[src/design/crl_pkg.sv]
// Shared widths, constants and register codes for the colour ramp lookup.
package crl_pkg;

	// Table size is a power of two so the segment split is a shift and a mask.
	localparam int TABLE_BITS    = 10;
	localparam int TABLE_ENTRIES = 1 << TABLE_BITS;
	localparam int MAX_KEYS      = 7;
	localparam int PAIRS         = MAX_KEYS - 1;

	localparam int LEVEL_W   = 18;
	localparam int CLAMP_W   = 17;
	localparam int CHAN_W    = 8;
	localparam int COLOUR_W  = 32;
	localparam int COUNT_W   = 3;
	localparam int INDEX_W   = 4;
	localparam int PAIR_W    = $clog2(PAIRS);
	localparam int SCALE_W   = CLAMP_W + TABLE_BITS;
	localparam int PROD_W    = TABLE_BITS + COUNT_W;
	localparam int WEIGHT_W  = TABLE_BITS + 1;
	localparam int MIX_W     = CHAN_W + WEIGHT_W + 1;

	localparam logic [CLAMP_W-1:0]    ONE_Q16   = CLAMP_W'(65536);
	localparam logic [TABLE_BITS-1:0] ENTRY_MAX = TABLE_BITS'(TABLE_ENTRIES - 1);
	localparam logic [WEIGHT_W-1:0]   WEIGHT_ONE = WEIGHT_W'(TABLE_ENTRIES);
	localparam logic [MIX_W-1:0]      ROUND_HALF = MIX_W'(TABLE_ENTRIES / 2);
	localparam logic [COUNT_W-1:0]    KEYS_MIN  = COUNT_W'(2);
	localparam logic [COUNT_W-1:0]    KEYS_MAX  = COUNT_W'(MAX_KEYS);

	// Register indexes on the configuration port.
	localparam logic [INDEX_W-1:0] REG_KEY_COUNT    = INDEX_W'(0);
	localparam logic [INDEX_W-1:0] REG_KEY_COLOUR_0 = INDEX_W'(1);
	localparam logic [INDEX_W-1:0] REG_KEY_COLOUR_L = INDEX_W'(MAX_KEYS);

	// Two neighbouring key colours, held together so one index reads both.
	typedef struct packed {
		logic [COLOUR_W-1:0] lo_key;
		logic [COLOUR_W-1:0] hi_key;
	} pair_t;

endpackage

[src/design/colour_ramp_lookup_top.sv]
// Colour ramp lookup: level to RGBA through up to seven evenly spaced key colours.
//
//  channel | handshake             | payload
//  --------+-----------------------+------------------------------------------
//  input   | in_valid / in_ready   | level (18b signed Q.16)
//  output  | out_valid / out_ready | out_red, out_green, out_blue, out_alpha
//  config  | cfg_valid / cfg_ready | cfg_index (4b), cfg_data (32b)
//
// Three register stages: clamp and scale to a table position, segment split
// and key pair select, channel blend. One beat per cycle while out_ready is high.
// The last stage is the output register; a stage holds while the one after it
// is full and stalled, so bubbles are squeezed out and nothing is dropped.
// Reset restores key_count 2 and a black to white ramp; cfg_ready is always high.
module colour_ramp_lookup_top (
	input  logic                          clk,
	input  logic                          arst_n,
	input  logic                          in_valid,
	output logic                          in_ready,
	input  logic signed [crl_pkg::LEVEL_W-1:0] level,
	output logic                          out_valid,
	input  logic                          out_ready,
	output logic [crl_pkg::CHAN_W-1:0]    out_red,
	output logic [crl_pkg::CHAN_W-1:0]    out_green,
	output logic [crl_pkg::CHAN_W-1:0]    out_blue,
	output logic [crl_pkg::CHAN_W-1:0]    out_alpha,
	input  logic                          cfg_valid,
	output logic                          cfg_ready,
	input  logic [crl_pkg::INDEX_W-1:0]   cfg_index,
	input  logic [crl_pkg::COLOUR_W-1:0]  cfg_data
);
	import crl_pkg::*;

	// Configuration
	logic [COUNT_W-1:0] key_count_q;
	pair_t              pair_q [PAIRS];
	logic               cfg_we;
	logic [INDEX_W-1:0] key_idx;

	assign cfg_ready = 1'b1;
	assign cfg_we    = cfg_valid && cfg_ready;
	assign key_idx   = cfg_index - REG_KEY_COLOUR_0;

	always_ff @(posedge clk or negedge arst_n) begin
		if (!arst_n) begin
			key_count_q <= KEYS_MIN;
			// Key one is the only white key after reset.
			for (int i = 0; i < PAIRS; i++) begin
				pair_q[i].lo_key <= (i == 1) ? {COLOUR_W{1'b1}} : {COLOUR_W{1'b0}};
				pair_q[i].hi_key <= (i == 0) ? {COLOUR_W{1'b1}} : {COLOUR_W{1'b0}};
			end
		end else if (cfg_we) begin
			if (cfg_index == REG_KEY_COUNT) begin
				key_count_q <= cfg_data[COUNT_W-1:0];
			end else if (cfg_index >= REG_KEY_COLOUR_0 && cfg_index <= REG_KEY_COLOUR_L) begin
				// A key is the low end of one pair and the high end of the one below.
				for (int i = 0; i < PAIRS; i++) begin
					if (key_idx == INDEX_W'(i)) begin
						pair_q[i].lo_key <= cfg_data;
					end
					if (key_idx == INDEX_W'(i + 1)) begin
						pair_q[i].hi_key <= cfg_data;
					end
				end
			end
		end
	end

	// Stage flow control
	logic valid_s1, valid_s2, valid_s3;
	logic adv_s1, adv_s2, adv_s3;

	assign adv_s3   = !valid_s3 || out_ready;
	assign adv_s2   = !valid_s2 || adv_s3;
	assign adv_s1   = !valid_s1 || adv_s2;
	assign in_ready = adv_s1;

	always_ff @(posedge clk or negedge arst_n) begin
		if (!arst_n) begin
			valid_s1 <= 1'b0;
			valid_s2 <= 1'b0;
			valid_s3 <= 1'b0;
		end else begin
			if (adv_s1) valid_s1 <= in_valid;
			if (adv_s2) valid_s2 <= valid_s1;
			if (adv_s3) valid_s3 <= valid_s2;
		end
	end

	// Stage 1: clamp and scale to a table position
	logic [CLAMP_W-1:0]    clamped;
	logic [SCALE_W-1:0]    scaled;
	logic [COUNT_W-1:0]    keys;
	logic [TABLE_BITS-1:0] entry_s1;
	logic [COUNT_W-1:0]    ranges_s1;

	always_comb begin
		priority if (level[LEVEL_W-1]) begin
			clamped = '0;
		end else if (level[CLAMP_W-1:0] > ONE_Q16) begin
			clamped = ONE_Q16;
		end else begin
			clamped = level[CLAMP_W-1:0];
		end
		scaled = SCALE_W'(clamped) * SCALE_W'(ENTRY_MAX);

		priority if (key_count_q < KEYS_MIN) begin
			keys = KEYS_MIN;
		end else if (key_count_q > KEYS_MAX) begin
			keys = KEYS_MAX;
		end else begin
			keys = key_count_q;
		end
	end

	always_ff @(posedge clk) begin
		if (adv_s1 && in_valid) begin
			entry_s1  <= scaled[CLAMP_W-1 +: TABLE_BITS];
			ranges_s1 <= keys - COUNT_W'(1);
		end
	end

	// Stage 2: segment and fraction, pick the key pair
	logic [PROD_W-1:0]     prod;
	logic [COUNT_W-1:0]    seg;
	logic [COUNT_W-1:0]    seg_sel;
	pair_t                 pair_s2;
	logic [TABLE_BITS-1:0] rem_s2;

	always_comb begin
		prod = PROD_W'(entry_s1) * PROD_W'(ranges_s1);
		seg  = prod[PROD_W-1 -: COUNT_W];
		// Hold the segment inside the last range.
		if (seg >= ranges_s1) begin
			seg_sel = ranges_s1 - COUNT_W'(1);
		end else begin
			seg_sel = seg;
		end
	end

	always_ff @(posedge clk) begin
		if (adv_s2 && valid_s1) begin
			pair_s2 <= pair_q[seg_sel[PAIR_W-1:0]];
			rem_s2  <= prod[TABLE_BITS-1:0];
		end
	end

	// Stage 3: blend each channel, round to nearest
	logic [CHAN_W-1:0]   blend [4];
	logic [WEIGHT_W-1:0] w_hi;
	logic [WEIGHT_W-1:0] w_lo;

	always_comb begin
		logic [MIX_W-1:0] mix;
		logic [CHAN_W-1:0] a;
		logic [CHAN_W-1:0] b;
		w_hi = WEIGHT_W'(rem_s2);
		w_lo = WEIGHT_ONE - w_hi;
		mix  = '0;
		a    = '0;
		b    = '0;
		for (int ch = 0; ch < 4; ch++) begin
			a   = pair_s2.lo_key[COLOUR_W-1-CHAN_W*ch -: CHAN_W];
			b   = pair_s2.hi_key[COLOUR_W-1-CHAN_W*ch -: CHAN_W];
			mix = MIX_W'(a) * MIX_W'(w_lo) + MIX_W'(b) * MIX_W'(w_hi) + ROUND_HALF;
			if (mix[MIX_W-1:TABLE_BITS] > (MIX_W-TABLE_BITS)'({CHAN_W{1'b1}})) begin
				blend[ch] = '1;
			end else begin
				blend[ch] = mix[TABLE_BITS +: CHAN_W];
			end
		end
	end

	always_ff @(posedge clk) begin
		if (adv_s3 && valid_s2) begin
			out_red   <= blend[0];
			out_green <= blend[1];
			out_blue  <= blend[2];
			out_alpha <= blend[3];
		end
	end

	assign out_valid = valid_s3;

endmodule
[config.mk]
export PLATFORM = sky130hd
export DESIGN_NAME = colour_ramp_lookup_top
export DESIGN_NICKNAME = d
export VERILOG_FILES = /design/src/design/crl_pkg.sv /design/src/design/colour_ramp_lookup_top.sv
export SDC_FILE = /design/constraint.sdc
export NUM_CORES = 2
export LEC_CHECK = 0
export ABC_AREA = 1
export BUFFER_PORTS_ARGS = -buffer_cell sky130_fd_sc_hd__buf_4
export CAP_MARGIN = 20
export CELL_PAD_IN_SITES_DETAIL_PLACEMENT = 1
export CELL_PAD_IN_SITES_GLOBAL_PLACEMENT = 2
export CORE_UTILIZATION = 40
export DETAILED_ROUTE_END_ITERATION = 12
export MAX_ROUTING_LAYER = met4
export PLACE_DENSITY_LB_ADDON = 0.1
export SETUP_SLACK_MARGIN = 0.4
export SLEW_MARGIN = 20
export SYNTH_ARGS = -nofsm -noshare
export SYNTH_HDL_FRONTEND = slang
export SYNTH_SLANG_ARGS = --single-unit
[constraint.sdc]
create_clock -name clk -period 8.7 [get_ports clk]
set_input_delay 1.74 -clock clk [delete_from_list [all_inputs] [get_ports clk]]
set_output_delay 1.74 -clock clk [all_outputs]
set_load 0.02 [all_outputs]
Word level (Yosys, flattened, before mapping). Cells that the tools add are included. Widths: inputs -> output; s select.

Register bits: 349. Bits in latches: 0. Memory bits (writable): 0. ROM bits: 0. Input port bits: 59. Logic and storage cells: 89. Memories: 0.

Add/sub/neg operators: 12. Multiply operators: 10. Divide/modulo/power cells: 0. $lt $le $gt $ge: 11. Equal/unequal tests: 6. Shift-type cells: 0. Mux-type cells: 8. Bitwise operators: 2. Reductions and logical operators: 20.

Operators by type and width (count): $bmux 64 s3 (1); $mux 64 (2); $add 19x18->20 (4); $add 20x10->20 const B (4); $mul 8x11->19 (4); $mul 8x10->18 (4); $gt 10x8->1 const B (4); $mux 17 (2); $reduce_and 4->1 (7); $mul 17x10->26 const B (1); $gt 17x17->1 const B (1); $mul 10x3->13 (1); $eq 4x3->1 const B (3); $sub 11x10->11 const A (1); $mux 3 (3); $eq 4x2->1 const B (2); $logic_not 4->1 (2); $sub 3x1->3 const B (2); $eq 4x1->1 const B (1); $ge 4x1->1 const B (1); $ge 4x4->1 const B (1); $le 4x3->1 const B (1); $logic_and 1x1->1 (4); $not 3->4 (1); other kinds (8) (12).

Longest topological paths before layout.
Depth after elaboration: 7. Mapped depth: 35. Gate-level depth less buffers: 31.

Least setup slack after synthesis. No wires, ideal clock.

Path kind: input port to flip-flop. Start point: input level[0] (netlist name). End point: register entry_s1[5], data pin. Setup time: 0.252 ns. Arrival time: 6.649 ns. Setup slack: 1.799 ns. Stages: 24. Buffers on the path: 1. Cell sequence: nor4_1 a31oi_1 nor2_1 inv_1 clkbuf_1 nor2_1 fa_1 fa_1 inv_1 fa_1 inv_1 fa_1 inv_1 fa_1 inv_1 ha_1 a21oi_1 o21ai_0 a21o_1 a21o_1 nand2_1 nand2_1 nand2_1 nand2_1.

Longest elaborated chain between the ends: 4.

Ends and longest elaborated chain: start: declaration (line colour_ramp_lookup_top.sv:19) `input logic signed [crl_pkg::LEVEL_W-1:0] level,`; $gt 17x17->1 (line colour_ramp_lookup_top.sv:99) `end else if (level[CLAMP_W-1:0] > ONE_Q16) begin`; $mux 17 (*) (line colour_ramp_lookup_top.sv:99); $mux 17 (*) (line colour_ramp_lookup_top.sv:97) `priority if (level[LEVEL_W-1]) begin`; $mul 17x10->26 (*) (line colour_ramp_lookup_top.sv:104) `scaled = SCALE_W'(clamped) * SCALE_W'(ENTRY_MAX);`; net scaled[21] (line colour_ramp_lookup_top.sv:91) `logic [SCALE_W-1:0] scaled;`; end signal: assignment (line colour_ramp_lookup_top.sv:117) `entry_s1 <= scaled[CLAMP_W-1 +: TABLE_BITS];`; end: declaration (line colour_ramp_lookup_top.sv:93) `logic [TABLE_BITS-1:0] entry_s1;`.

The timed path passes the listed nets; every way through them passes the cells marked *. A chain may end at the register's enable or synchronous reset.

Final worst setup path.
Start point: register rem_s2[1]. End point: register out_red[7] (netlist name), data pin.

Longest elaborated chain between the ends: 5. Elaborated cells between the ends (all ways): 6. Classes of those cells: add/sub: 3; mul: 2; order compare: 1.

Ends and longest elaborated chain: start: declaration (line colour_ramp_lookup_top.sv:127) `logic [TABLE_BITS-1:0] rem_s2;`; start signal: assignment (line colour_ramp_lookup_top.sv:143) `rem_s2 <= prod[TABLE_BITS-1:0];`; $sub 11x10->11 (line colour_ramp_lookup_top.sv:157) `w_lo = WEIGHT_ONE - w_hi;`; $mul 8x11->19 (line colour_ramp_lookup_top.sv:164) `mix = MIX_W'(a) * MIX_W'(w_lo) + MIX_W'(b) * MIX_W'(w_hi) + ROUND_HALF;`; $add 19x18->20 (*) (line colour_ramp_lookup_top.sv:164); $add 20x10->20 (*) (line colour_ramp_lookup_top.sv:164); $gt 10x8->1 (line colour_ramp_lookup_top.sv:165) `if (mix[MIX_W-1:TABLE_BITS] > (MIX_W-TABLE_BITS)'({CHAN_W{1'b1}})) begin`; end signal: assignment (line colour_ramp_lookup_top.sv:175) `out_red <= blend[0];`; end: declaration (line colour_ramp_lookup_top.sv:22) `output logic [crl_pkg::CHAN_W-1:0] out_red,`.

Mark *: on every way between the ends. The rest lies on a longest branch, timed or not.

==> results.md <==
* Status: finished clean
* Synth async-reset ratio at 0.659
* Net count, final at about 6.8k
* Required time worst endpoint at 9.08 ns
* Max-slew violations at 0
* Number of vias in the routed layout at 36.2k
* Row count at 122
* Worst path arrival time at a little under 8 ns
* TritonCTS Buffers at 45
* Multi-input combinational cell area at approximately 30000 um^2
* Top Ports at 94
* Drt total wl at around 140 mm
* Post-CTS sizing at 0
* Commonest cells post-synth: nand2_1 (1465), inv_1 (1396), fa_1 (620), ha_1 (365), nor2_1 (339)
* H-tree level count at 2
* Vias in the first global route at roughly 40k
* PnR worst setup slack at 1.21 ns
* DRC at 0
* Endpoints failing hold at 0
* Layout area overhead at 7.79%
* Min-Delay Startpoint: pair_q[160]
* Slowest CP cell: clkinv_1
* Chip width at 338 um
* Fin crit share at 0.861
* DRT Pass-1 Iters at 7
* Initial Utilization at 0.406
* Sequential fraction of the synthesis area at 0.208
* Post-synthesis cell count at 5786
* # fillers at 13.6k
* Half-perimeter wire length after placement at around 110 mm
* GPL Wtd Cong at 0.881
* Setup Viol. Count Final at 0
* Die Y at 338 um
* R2r worst-path depth at 21
* DRT iter0 DRCs at 1563
* Fraction of layout cells with a size suffix above 1 at 0.0519
* Final TNS setup at 0 ns
* IO Port Bufs at 92
* CP startpoint: rem_s2[1]
* Total grt overflow at 0
* Fin Hold WS at 0.482 ns
* Initial antenna violation count at 4
* DP Worst Slack at 0.981 ns
* Core area at 111000 um^2
* RR Endpoint: out_red[7]
* Crit-path max FO at 13
* Clk sink count at between 300 and 400
* Top-count cell post-synth: nand2_1
* Cts hold-fix bufs at 0
* Synth area leader: fa_1
* Largest cells by area after synthesis: fa_1 (27%), nand2_1 (12%), inv_1 (12%)
* Synth top area share at 0.275
* Routed vias/inst at 4.99
* Post-Syn Nets at 6830
* Startpoint Class: flop
* CP endpoint kind: flop
* Crit path kind: reg2reg
* Setup crit end: out_red[7]
* Crit path cell chain: nor2_1 -> nand3_1 -> nand2_1 -> clkinv_1 -> nand2_1 -> fa_1 -> fa_1 -> fa_1 -> inv_1 -> fa_1 -> fa_1 -> inv_1 -> fa_1 -> inv_1 -> ha_1 -> a21oi_1 -> o21ai_0 -> o21ai_0 -> nand4_1 -> nand2_1 -> nand4_1
* Actual slew at the worst max-slew pin at around 1.0 ns
* Post-synth cell types at between 50 and 60
* CTS tree: yes
* Clock Skew at 0.0417 ns
* Worst-Skew Late Latency at 0.65 ns
* Max clock buf depth at 3
* Register Area at 9370 um^2
* Mapped Avg Cell Area at 7.80 um^2
* Highest clock rate at 133 MHz
* Wire per inst at 20.0 um
* Max-cap violation count at 0
* CTS clk-pin slew, worst paths at 0.06 ns
* Hold Crit Class: reg2reg
* First-pass GRT wire length at around 230 mm
* Root Driver: clkbuf_16
* Post-synthesis register bit count at 349
* Post-synth EDFFs at 119
* RSZ-0062 raised after global routing: no
* Non-filler instance count after layout at 7255
* Syn. warnings at 0
* Largest net degree at the start of global routing at 100
* Max incr delay on CP at around 0.73 ns
* DIE AREA at about 110000 um^2
* Placed cells at 7170
* Post-CTS Setup Bufs at 0
* FF-to-FF Start: rem_s2[1]
* Gr usage total at 0.271
* Final antenna-violating net count at 0
* Syn Std Cell Area at around 45000 um^2
* Setup slack, reg-to-reg at 1.21 ns
* Period minus WS final at 7.49 ns
* Max-Slew Margin vs Limit at 0.309
* CP most frequent cell: fa_1
* Top_reg_cell synth: dfrtp_1
## worst max-delay path, delay by kind of cell, from the launching register on
family	cells	cell delay [ns]
AO/OA/AOI/OAI	3	0.71
adder cells (fa/ha/maj)	7	3.31
buffers and inverters	4	0.89
flip-flops	1	0.65
AND/OR/NAND/NOR	7	1.67
## through the flow
stage                     utilization  cell area, um^2
after floorplan                     -            45100
after global placement          0.423            47100
after detailed placement        0.423            47100
after CTS                       0.437            48700
after global routing            0.437            48700
final                           0.437            48700
## metal layers
metal | vias to the layer above | track usage | part of all wire
met5 | - | - | 0
met4 | 0 | 0.0463 | 0.014
met3 | 108 | 0.0240 | 0.029
met2 | 417 | 0.469 | 0.50
met1 | 18471 | 0.349 | 0.45
li1 | 17175 | - | -
## layout by cell type (no fill, tap or decap), types with 8 or more instances in the layout
| cell | n |
|---|---|
| xnor2_1 | 22 |
| nor3_1 | 28 |
| clkbuf_16 | 46 |
| o21ai_0 | 226 |
| dfrtp_1 | 197 |
| fa_1 | 620 |
| nor2_4 | 26 |
| clkbuf_1 | 15 |
| nand3_1 | 309 |
| dfstp_2 | 33 |
| nand3b_1 | 42 |
| a21o_1 | 17 |
| nor2_1 | 335 |
| o21bai_1 | 9 |
| clkinv_1 | 8 |
| a21oi_1 | 149 |
| edfxtp_1 | 119 |
| nand2_1 | 1460 |
| inv_1 | 1395 |
| nand2_2 | 17 |
| o21ai_1 | 54 |
| a31oi_1 | 9 |
| xor2_1 | 13 |
| nand4_1 | 51 |
| ha_1 | 365 |
| buf_4 | 133 |
## worst min-delay path by stage
stage	cells after the start	end	slack, ns
6_report	2	pair_q[160]	0.48
5_1_grt	2	pair_q[160]	0.50
4_1_cts	2	pair_q[5]	0.49
3_5_place_dp	2	pair_q[166]	0.47
3_3_place_gp	2	pair_q[166]	0.47
2_1_floorplan	2	out_valid	0.43
## cells by family (layout without fill, tap and decap cells)
logic type,Yosys count,after routing,share of synthesized area
XOR/XNOR,35,35,0.00679
buffers and inverters,1647,1626,0.141
AO/OA/AOI/OAI,478,478,0.0555
adder cells (fa/ha/maj),985,985,0.376
AND/OR/NAND/NOR,2291,2291,0.213
flip-flops,349,349,0.208
other,1,3,0.0000831
## registers in the layout (all words and copies together) (netlist names), 8 cells and up
| register | flops |
|---|---|
| entry_s1 | 10 |
| out_alpha | 8 |
| out_blue | 8 |
| out_green | 8 |
| out_red | 8 |
| pair_q | 224 |
| pair_s2 | 64 |
| rem_s2 | 10 |
## layout make-up
cell class              count  share of cell area
multi-input cells        3790               0.606
flip-flops and latches    349               0.193
inverters                1408               0.109
well taps                1488              0.0383
clock buffers              65              0.0259
repair buffers            135              0.0212
clock inverters            18             0.00689
diodes                      2            0.000103
Power is left out: the tool's default activity adds up to more than one toggle a clock period on the data nets, which glitch-free logic cannot reach.
